$ cat src/sv/fecp_pkg.sv
`timescale 1ns / 1ps

package fecp_pkg;

  // Result kinds
  localparam logic KIND_HEADER  = 1'b0;
  localparam logic KIND_PAYLOAD = 1'b1;

  // Payload history: one bank being written plus two committed frames
  localparam int NUM_BANKS = 3;

  typedef logic [1:0] bank_idx_t;

  typedef struct packed {
    logic [7:0] in_byte;
    logic       in_last;
  } in_t;

  typedef struct packed {
    logic       kind;
    logic [7:0] seq_low;
    logic       has_fec;
    logic [7:0] byte_index;
    logic [7:0] payload_byte;
    logic [7:0] parity_byte;
    logic       parity_valid;
    logic       frame_done;
    logic       frame_abort;
  } out_t;

endpackage

$ cat src/sv/fecp_ram.sv
`timescale 1ns / 1ps

module fecp_ram #(
  parameter int WIDTH = 8,
  parameter int DEPTH = 160
) (
  input  logic                                   clk,
  input  logic                                   en,
  input  logic                                   we,
  input  logic [(DEPTH > 1 ? $clog2(DEPTH) : 1)-1:0] addr,
  input  logic [WIDTH-1:0]                       wdata,
  output logic [WIDTH-1:0]                       rdata
);

  logic [WIDTH-1:0] mem [DEPTH];
  logic [WIDTH-1:0] rdata_r;

  // Single port: write, or registered read that holds when idle
  always_ff @(posedge clk) begin
    if (en) begin
      if (we) begin
        mem[addr] <= wdata;
      end else begin
        rdata_r <= mem[addr];
      end
    end
  end

  assign rdata = rdata_r;

endmodule

$ cat src/sv/xor_parity_fec_packetizer_core.sv
// XOR parity FEC packetizer. Takes a datagram one byte per request: SEQ_BYTES
// bytes of big-endian sequence number, then PAYLOAD_BYTES of payload. The last
// sequence byte yields a header result (low sequence byte, FEC flag set on even
// sequence); each payload byte yields a result carrying the byte and the XOR
// of the two previously committed payloads at that index, valid on FEC frames.
// A datagram that ends early yields one abort result and commits nothing; bytes
// beyond the frame are dropped until in_last. The block accepts one byte every
// cycle unless out_ready stalls the result path; a result passes first through
// the registered read of the single-port payload banks (three banks, one
// written while the other two are read in the same cycle) and then through the
// output register. History banks that were never committed read as zero
// through per-bank committed flags, so no clearing pass follows reset.
`timescale 1ns / 1ps

module xor_parity_fec_packetizer_core #(
  parameter int PAYLOAD_BYTES = 160,
  parameter int SEQ_BYTES     = 4
) (
  input  logic           clk,
  input  logic           rst_n,
  input  logic           in_valid,
  output logic           in_ready,
  input  fecp_pkg::in_t  in_data,
  output logic           out_valid,
  input  logic           out_ready,
  output fecp_pkg::out_t out_data
);

  localparam int FRAME_BYTES = SEQ_BYTES + PAYLOAD_BYTES;
  localparam int POS_W       = $clog2(FRAME_BYTES + 1);
  localparam int IDX_W       = (PAYLOAD_BYTES > 1) ? $clog2(PAYLOAD_BYTES) : 1;

  localparam logic [POS_W-1:0] FRAME_POS    = POS_W'(FRAME_BYTES);
  localparam logic [POS_W-1:0] DONE_POS     = POS_W'(FRAME_BYTES - 1);
  localparam logic [POS_W-1:0] SEQ_POS      = POS_W'(SEQ_BYTES);
  localparam logic [POS_W-1:0] SEQ_LAST_POS = POS_W'(SEQ_BYTES - 1);

  // Control state
  logic [POS_W-1:0]                  pos_r, pos_nxt;
  fecp_pkg::bank_idx_t               rot_r, rot_nxt;
  logic [fecp_pkg::NUM_BANKS-1:0]    comm_r, comm_nxt;
  logic [7:0]                        seq_r, seq_nxt;

  // Read stage and output register
  logic                              s1_v_r, s1_v_nxt;
  fecp_pkg::out_t                    s1_r, s1_nxt;
  logic [fecp_pkg::NUM_BANKS-1:0]    s1_mask_r, s1_mask_nxt;
  logic                              out_v_r, out_v_nxt;
  fecp_pkg::out_t                    out_r, out_nxt;

  logic                              in_fire;
  logic                              s1_adv;
  logic                              pay_fire;
  logic                              done;
  logic                              fec;
  logic [IDX_W-1:0]                  idx;
  logic [fecp_pkg::NUM_BANKS-1:0]    cur_oh;
  logic [fecp_pkg::NUM_BANKS-1:0]    bank_we;
  logic [7:0]                        bank_rd [fecp_pkg::NUM_BANKS];
  logic [7:0]                        parity;

  assign s1_adv   = !out_v_r || out_ready;
  assign in_ready = !s1_v_r || s1_adv;
  assign in_fire  = in_valid && in_ready;

  assign idx = IDX_W'(pos_r - SEQ_POS);
  assign fec = !seq_r[0];

  // Decode the write bank
  always_comb begin
    case (rot_r)
      2'd1:    cur_oh = 3'b010;
      2'd2:    cur_oh = 3'b100;
      default: cur_oh = 3'b001;
    endcase
  end

  // Classify the request and update frame state
  always_comb begin
    pos_nxt     = pos_r;
    rot_nxt     = rot_r;
    comm_nxt    = comm_r;
    seq_nxt     = seq_r;
    s1_v_nxt    = s1_v_r && !s1_adv;
    s1_nxt      = s1_r;
    s1_mask_nxt = s1_mask_r;
    pay_fire    = 1'b0;
    done        = (pos_r == DONE_POS);

    if (in_fire) begin
      s1_nxt      = '0;
      s1_mask_nxt = '0;
      if (pos_r >= FRAME_POS) begin
        // drop bytes past the frame
        if (in_data.in_last) begin
          pos_nxt = '0;
        end
      end else if (in_data.in_last && pos_r < DONE_POS) begin
        // short datagram
        pos_nxt            = '0;
        s1_v_nxt           = 1'b1;
        s1_nxt.kind        = fecp_pkg::KIND_HEADER;
        s1_nxt.frame_abort = 1'b1;
      end else if (pos_r < SEQ_POS) begin
        pos_nxt = pos_r + POS_W'(1);
        if (pos_r == SEQ_LAST_POS) begin
          seq_nxt        = in_data.in_byte;
          s1_v_nxt       = 1'b1;
          s1_nxt.kind    = fecp_pkg::KIND_HEADER;
          s1_nxt.seq_low = in_data.in_byte;
          s1_nxt.has_fec = !in_data.in_byte[0];
        end
      end else begin
        pay_fire            = 1'b1;
        s1_v_nxt            = 1'b1;
        s1_nxt.kind         = fecp_pkg::KIND_PAYLOAD;
        s1_nxt.has_fec      = fec;
        s1_nxt.byte_index   = 8'(idx);
        s1_nxt.payload_byte = in_data.in_byte;
        s1_nxt.parity_valid = fec;
        s1_nxt.frame_done   = done;
        s1_mask_nxt         = comm_r & ~cur_oh;
        if (done) begin
          comm_nxt = comm_r | cur_oh;
          case (rot_r)
            2'd0:    rot_nxt = 2'd1;
            2'd1:    rot_nxt = 2'd2;
            default: rot_nxt = 2'd0;
          endcase
          pos_nxt = in_data.in_last ? '0 : FRAME_POS;
        end else begin
          pos_nxt = pos_r + POS_W'(1);
        end
      end
    end
  end

  // Payload banks: write the current one, read the two history banks
  assign bank_we = pay_fire ? cur_oh : '0;

  for (genvar g = 0; g < fecp_pkg::NUM_BANKS; g++) begin : g_bank
    fecp_ram #(
      .WIDTH (8),
      .DEPTH (PAYLOAD_BYTES)
    ) u_bank (
      .clk   (clk),
      .en    (pay_fire),
      .we    (bank_we[g]),
      .addr  (idx),
      .wdata (in_data.in_byte),
      .rdata (bank_rd[g])
    );
  end

  // Combine committed history; uncommitted banks read as zero
  always_comb begin
    parity = '0;
    for (int b = 0; b < fecp_pkg::NUM_BANKS; b++) begin
      if (s1_mask_r[b]) begin
        parity = parity ^ bank_rd[b];
      end
    end
  end

  // Advance the read stage into the output register
  always_comb begin
    out_v_nxt = out_v_r && !out_ready;
    out_nxt   = out_r;
    if (s1_v_r && s1_adv) begin
      out_v_nxt           = 1'b1;
      out_nxt             = s1_r;
      out_nxt.parity_byte = parity;
    end
  end

  always_ff @(posedge clk) begin
    if (!rst_n) begin
      pos_r   <= '0;
      rot_r   <= '0;
      comm_r  <= '0;
      seq_r   <= '0;
      s1_v_r  <= 1'b0;
      out_v_r <= 1'b0;
    end else begin
      pos_r   <= pos_nxt;
      rot_r   <= rot_nxt;
      comm_r  <= comm_nxt;
      seq_r   <= seq_nxt;
      s1_v_r  <= s1_v_nxt;
      out_v_r <= out_v_nxt;
    end
  end

  always_ff @(posedge clk) begin
    s1_r      <= s1_nxt;
    s1_mask_r <= s1_mask_nxt;
    out_r     <= out_nxt;
  end

  assign out_valid = out_v_r;
  assign out_data  = out_r;

  // Checks
  a_abort_clean: assert property (@(posedge clk) disable iff (!rst_n)
    out_valid && out_data.frame_abort |->
      out_data.kind == fecp_pkg::KIND_HEADER && !out_data.parity_valid &&
      out_data.parity_byte == 8'd0)
    else $error("abort result carries payload fields");

  a_one_write: assert property (@(posedge clk) disable iff (!rst_n)
    $onehot0(bank_we) && (bank_we & s1_mask_nxt) == '0)
    else $error("bank written while read as history");

  a_rotate: assert property (@(posedge clk) disable iff (!rst_n)
    pay_fire && done |=> rot_r != $past(rot_r) && $countones(comm_r) >= 1)
    else $error("commit did not rotate banks");

  a_read_hold: assert property (@(posedge clk) disable iff (!rst_n)
    s1_v_r && !s1_adv |=> s1_v_r && $stable(s1_r) && $stable(s1_mask_r))
    else $error("read stage lost while stalled");

endmodule

$ cat config.mk
export PLATFORM = sky130hd
export DESIGN_NAME = xor_parity_fec_packetizer_core
export DESIGN_NICKNAME = d
export VERILOG_FILES = /design/src/sv/fecp_pkg.sv /design/src/sv/fecp_ram.sv /design/src/sv/xor_parity_fec_packetizer_core.sv
export SDC_FILE = /design/constraint.sdc
export NUM_CORES = 2
export LEC_CHECK = 0
export BUFFER_PORTS_ARGS = -buffer_cell sky130_fd_sc_hd__buf_2
export CAP_MARGIN = 20
export CORE_MARGIN = 3
export CORE_UTILIZATION = 35
export DETAILED_ROUTE_END_ITERATION = 8
export PLACE_DENSITY = 0.51
export RECOVER_POWER = 100
export SLEW_MARGIN = 20
export SYNTH_ARGS = -nofsm -noshare
export SYNTH_HDL_FRONTEND = slang
export SYNTH_SLANG_ARGS = --single-unit
export TNS_END_PERCENT = 50
$ cat constraint.sdc
create_clock -name clk -period 5.12 [get_ports clk]
set_input_delay 0.256 -clock clk [delete_from_list [all_inputs] [get_ports clk]]
set_output_delay 0.256 -clock clk [all_outputs]
set_load 0.02 [all_outputs]
## Word-level counts from Yosys, hierarchy flattened

Memories as Yosys holds them, arrays and structs flattened. A register that Yosys moved wholly into a read port is not among the register bits.
Cells that the tools add are included.

- Bits of input ports: 13
- RAM bits: 3840
- Memories kept: 3
- Output and inout port bits: 39
- Bits in registers: 85

- Reduce and logical (&&, ||, !) cells: 23
- Magnitude comparators: 3
- Bitwise gates (word level): 12
- Equal/unequal tests: 5
- Muxes and demuxes: 35
- Add/subtract/negate cells: 2

Memory list:

| memory | depth | width | read ports | clocked after memory_dff | wr ports | line | source |
|---|---|---|---|---|---|---|---|
| g_bank[0].u_bank.mem | 160 | 8 | 1 | 1 | 1 | fecp_ram.sv:15 | `logic [WIDTH-1:0] mem [DEPTH];` |
| g_bank[1].u_bank.mem | 160 | 8 | 1 | 1 | 1 | fecp_ram.sv:15 |  |
| g_bank[2].u_bank.mem | 160 | 8 | 1 | 1 | 1 | fecp_ram.sv:15 |  |

Operators with widths:

| kind | number |
|---|---|
| 2-to-1 mux 8 bit | 9 |
| 2-to-1 mux 1 bit | 23 |
| bitwise XOR 8 bit | 2 |
| AND reduction 5 bit | 2 |
| adder 8 x 1 -> 8 bit (second input constant) | 1 |
| == test 8 x 2 -> 1 bit (second input constant) | 1 |
| == test 8 bit (second input constant) | 1 |
| greater-or-equal comparator 8 bit (second input constant) | 1 |
| less-than comparator 8 x 3 -> 1 bit (second input constant) | 1 |
| less-than comparator 8 bit (second input constant) | 1 |
| AND reduction 2 bit | 4 |
| subtractor 8 x 3 -> 8 bit (second input constant) | 1 |
| inverter 1 bit | 7 |
| zero test 1 bit | 6 |
| case mux 3 bit (2 select lines) | 1 |
| logical AND 1 bit | 5 |
| case mux 2 bit (2 select lines) | 1 |
| OR reduction 4 bit | 1 |
| AND 3 bit | 1 |
| 2-to-1 mux 3 bit | 1 |
| inverter 3 bit | 1 |
| bitwise OR 3 bit | 1 |
| OR reduction 3 bit | 1 |
| == test 2 x 1 -> 1 bit (second input constant) | 1 |
| other kinds (5) | 6 |

## Depth between registers and ports, before layout

- Depth in word-level cells: 9
- Mapped depth: 18

## Hierarchy

Synthesis repeated with hierarchy kept, for this count alone.

- Cell total of the unflattened synthesis: 7174
- Area, all modules: 152885.4 µm²

Modules (own cells, without submodules):

| module | times used | area an instance (µm²) | sequential area each (µm²) | cells an instance |
|---|---|---|---|---|
| fecp_ram | 3 | 49766.5 | 38677.1 | 2297 |
| xor_parity_fec_packetizer_core | 1 | 3585.9 | 2392.3 | 283 |

## Least setup slack after synthesis

OpenSTA, ideal clock, no wires.

- Kind: flip-flop to flip-flop
- From: register pos_r[0]
- To: memory g_bank[1].u_bank.mem[129][0] (enable)
- Cell stages (with the launch flop): 19
- Library setup time: 0.370 ns
- Arrival time: 4.234 ns
- Slack: 0.516 ns
- Data required time: 4.750 ns
- Cells stage by stage: dfxtp_1 buf_2 buf_4 buf_6 buf_4 buf_4 inv_2 buf_2 buf_2 ha_1 and2_1 clkbuf_1 o21a_1 o21ai_1 nand4_1 or4_1 clkbuf_1 buf_2 nor2_1

- Cells in the longest elaborated chain, start to end: 9

Ends and longest elaborated chain:

| what | line | source |
|---|---|---|
| start, declared | xor_parity_fec_packetizer_core.sv:39 | `logic [POS_W-1:0] pos_r, pos_nxt;` |
| start signal, assigned | xor_parity_fec_packetizer_core.sv:185 | `pos_r <= pos_nxt;` |
| less-than comparator 8 x 3 -> 1 bit or less-than comparator 8 bit (tied branches) | xor_parity_fec_packetizer_core.sv:104, xor_parity_fec_packetizer_core.sv:98 |  |
| 2-to-1 mux 1 bit or logical AND 1 bit (tied branches) | xor_parity_fec_packetizer_core.sv:104, xor_parity_fec_packetizer_core.sv:98 |  |
| 2-to-1 mux 1 bit | xor_parity_fec_packetizer_core.sv:98 | `end else if (in_data.in_last && pos_r < DONE_POS) begin` |
| 2-to-1 mux 1 bit | xor_parity_fec_packetizer_core.sv:93 | `if (pos_r >= FRAME_POS) begin` |
| 2-to-1 mux 1 bit | xor_parity_fec_packetizer_core.sv:90 | `if (in_fire) begin` |
| 2-to-1 mux 3 bit | xor_parity_fec_packetizer_core.sv:139 | `assign bank_we = pay_fire ? cur_oh : '0;` |
| 2-to-1 mux 1 bit | fecp_ram.sv:21 | `if (we) begin` |
| 2-to-1 mux 1 bit | fecp_ram.sv:20 | `if (en) begin` |
| 2-to-1 mux 1 bit (not written as such) | fecp_ram.sv:22 | `mem[addr] <= wdata;` |
| end, declared | fecp_ram.sv:15 |  |

Several ways; a longest one is shown, not always the timed one.

## Worst setup path after layout

- From: register pos_r[3]
- To: register g_bank[0].u_bank.rdata_r[6], read port of g_bank[0].u_bank.mem, data pin

- Cells in the longest elaborated chain, start to end: 8

Ends and longest elaborated chain:

| what | line | source |
|---|---|---|
| less-than comparator 8 x 3 -> 1 bit or less-than comparator 8 bit (tied branches) | xor_parity_fec_packetizer_core.sv:104, xor_parity_fec_packetizer_core.sv:98 |  |
| 2-to-1 mux 1 bit or logical AND 1 bit (tied branches) | xor_parity_fec_packetizer_core.sv:104, xor_parity_fec_packetizer_core.sv:98 |  |
| 2-to-1 mux 1 bit | xor_parity_fec_packetizer_core.sv:98 |  |
| 2-to-1 mux 1 bit | xor_parity_fec_packetizer_core.sv:93 |  |
| 2-to-1 mux 1 bit | xor_parity_fec_packetizer_core.sv:90 |  |
| 2-to-1 mux 3 bit | xor_parity_fec_packetizer_core.sv:139 |  |
| inverter 1 bit (no source line) | - |  |
| AND reduction 2 bit (no source line) | - |  |
| end, declared | fecp_ram.sv:16 | `logic [WIDTH-1:0] rdata_r;` |

Several ways; a longest one is shown, not always the timed one.
A chain may end at the register's enable or synchronous reset.

==> results.txt <==
Via density per instance = 5.555
TritonCTS clock tree = yes
DR iter-0 viols = 8976
RSZ-0062 raised after global routing = no
Max IR drop VDD = 0.2853 mV
Total nets after synthesis = 7084
#FFs+latches synth = 3949
Vias post-DR = 75040
Global-route wire length before repair = 626.1 mm
Ys flop type = edfxtp_1
Clk pin slew, worst setup/hold paths = 0.06 ns
Final Max Slew Viols = 2848
Fillers = 38250
Fraction of registers with async set/reset = 0
CP Cell Sequence = inv_1 > ha_4 > buf_12 > clkbuf_2 > mux4_2 > o32ai_1 > o31a_1 > a221oi_1 > nand4_1
Hold Crit Class = in -> reg
EDFF count, synth = 3933
Top cell type's share of synthesized area = 0.7688
Sequential fraction of the synthesis area = 0.7709
Grt total ovfl = 0
WL final = 448.4 mm
CP max-delay cell = ha_4
Synthesis Warnings = 0
Initial core utilization = 0.3526
DRT Pass-1 Iters = 5
Layout area overhead = 13.84%
Rel. slew slack = -1.936
Crit path launch type = flop
GRT Total Usage = 0.1987
Synth Instances = 7058
Buf+Inv Stages, Crit Path = 3
Final min period = 4.845 ns
CP required = 5.79 ns
CTS sink count = 3949
Avg Inst Size Synth = 21.76 sq um
Pwr dens = 386.3 nW/um^2
Share of cells above drive strength 1 = 0.2541
I/O pin count = 52
Status = finished, violations left
CTS max path bufs = 4
Fin. Hold Viols = 0
Worst Setup End Kind = flop
H-Tree Depth = 5
Clock Latency Late Sink = 0.99 ns
CP Max Fanout = 31
Pleak = 51.58 nW
# Max-Cap Violations = 27
Vias in the first global route = 75650
Port Buffers = 51
Post-detailed-route wirelength per cell = 33.19 um
Initial antenna violation count = 36
Failing checks = max-capacitance violations, max-slew violations
CTS Root Buffer Type = clkbuf_16
Critical path class = reg -> reg
Die span in x = 668.5 um
Remaining DRCs = 0
Tcrit/Tclk final = 0.9462
Setup violators final = 0
Max Clock Freq = 0.2064 GHz
Die height = 668.5 um
Total power = 67.55 mW
Syn Std Cell Area = 153600 sq um
Kind of cell adding the most delay to the critical path = compound AO/OA/AOI/OAI gates
Synth cell types = 70
Post-synth top area cell = edfxtp_1
Worst path max stage delay = 0.91 ns
Nets@finish = 7451
Total die area = 446900 sq um
GP Congestion = 0.8460
TritonCTS buffer count = 413
Ranking of synthesized cells by area = edfxtp_1 77%, mux4_2 16%, nor2_1 1.3%
Largest net degree at the start of global routing = 188
Post-Route Setup TNS = 0 ns
Final ANT Viol Nets = 0
Num rows = 242
Worst Max-Slew Pin Slew = 4.405 ns
CP Data Arrival Time = 5.52 ns
Core Region = 435700 sq um
Hpwl dp = 281.0 mm
Worst Clk Skew = 0.06937 ns
## repair_timing
action,4_1_cts,5_1_grt
resized for setup,0,0
hold buffers,14,0
buffers inserted,0,0
endpoints found under the hold margin,681,0
## report_power, final
group	internal, mW	total, mW	switching [mW]	leakage, nW
logic	0.974	2.65	1.67	9.67
registers	35.6	35.6	0.0299	35.5
clock network	16.6	29.3	12.7	6.39
total	53.1	67.6	14.4	51.6
## state kept, by name (all words and copies together) (netlist names), 2 cells and up
name	flops
g_bank.u_bank.mem	3840
out_data	37
s1_r	29
g_bank.u_bank.rdata	24
pos_r	8
comm_r	3
s1_mask_r	3
rot_r	2
## cell type report
class | instances | area (sq um) | area share
Timing Repair Buffer | 376 | 2932 | 0.01676
Inverter | 12 | 52.55 | 0.0003005
Multi-Input combinational cell | 2673 | 33140 | 0.1895
Sequential cell | 3949 | 118400 | 0.6773
Clock buffer | 484 | 10720 | 0.06128
Antenna cell | 14 | 35.03 | 0.0002003
Clock inverter | 266 | 2386 | 0.01364
Tap cell | 5734 | 7174 | 0.04103
## worst register-to-register path: stages (launching register included)
cell and delay (ns):
dfxtp_1 0.53, inv_1 0.23, ha_4 0.91, buf_12 0.36, clkbuf_2 0.51, mux4_2 0.34, o32ai_1 0.09, o31a_1 0.41
a221oi_1 0.90, nand4_1 0.27
## cells by family after synthesis
logic type | synth area share
simple gates | 0.03134
xor+xnor | 0.001368
mux | 0.1666
fa+ha+maj | 0.001059
compound gates | 0.01447
buf+inv | 0.01421
flops | 0.7709
## metal layers
layer / vias to the layer above / routed length, um / global-route usage
met4: 6 / 15310 / 0.06366
met3: 621 / 33960 / 0.03672
met2: 3089 / 210300 / 0.3109
li1: 30210 / - / -
met5: - / 132 / 0.001628
met1: 41120 / 188700 / 0.2816
## cell usage after synthesis, types with 4 or more instances
cell	number
edfxtp_1	3933
mux4_2	1084
nor2_1	518
nand2_1	382
buf_2	160
clkbuf_1	147
mux2i_1	97
buf_4	68
o21ai_0	55
a211oi_1	54
and2_1	49
a311oi_1	42
buf_1	37
nand3_1	36
and3_1	34
a21oi_1	29
nor2b_1	28
mux2_2	19
o22ai_1	18
a22oi_1	16
dfxtp_1	16
xnor2_1	14
ha_1	13
nand4_1	13
nor3_1	13
or4_1	13
buf_6	12
a221oi_1	11
a31oi_1	11
nand2b_1	11
o2111ai_1	10
xor2_1	10
a2111oi_0	8
a22o_1	8
inv_1	8
nor4_1	6
o31a_1	6
o21a_1	5
o32ai_1	5
nor3b_1	4
or3_1	4
## stage by stage
step                      utilization  instance area [sq um]  hold WS [ns]  worst slack [ns]  instances
after floorplan                     -                 153600        0.3549            0.5158       7058
after global placement         0.3721                 162100        0.4044           -0.1513      12720
after detailed placement       0.3724                 162300        0.4054            0.3209      12730
after CTS                      0.4028                 175500        0.1826            0.3420      13490
after global routing           0.4013                 174800        0.2727            0.1597      13500
final                          0.4013                 174900        0.2881            0.2753      13510
## layout by cell type (no fill, tap or decap), types with 14 or more instances in the layout
cell / instances
nand3_1: 36
clkinvlp_4: 20
o22ai_1: 18
a22oi_1: 16
nor2b_1: 27
mux2_2: 18
clkbuf_16: 417
clkbuf_2: 17
mux2i_1: 97
o21ai_0: 54
nor2_1: 508
and2_1: 41
a21oi_1: 27
a211oi_1: 53
clkinv_1: 100
nand2_1: 382
buf_4: 156
nor3_1: 14
buf_12: 45
a311oi_1: 42
and3_1: 34
clkbuf_1: 186
diode_2: 14
bufinv_16: 31
clkinv_2: 83
mux4_2: 1084
dlygate4sd3_1: 14
edfxtp_1: 3933
## path summary, 6_finish.rpt
kind	start	endpoint	slack (ns)	cells past startpoint
setup / recovery	pos_r[3]$_SDFFE_PN0P_	g_bank[0].u_bank.rdata[6]$_DFFE_PP_	0.28	9
setup reg to reg	pos_r[3]$_SDFFE_PN0P_	g_bank[0].u_bank.rdata[6]$_DFFE_PP_	0.28	9
hold reg to reg	s1_r[22]$_SDFFCE_PP0P_	out_data[22]$_DFFE_PP_	0.42	0
hold / removal	rst_n	comm_r[1]$_SDFFE_PN0P_	0.29	3
(Power assumes the default switching activity.)
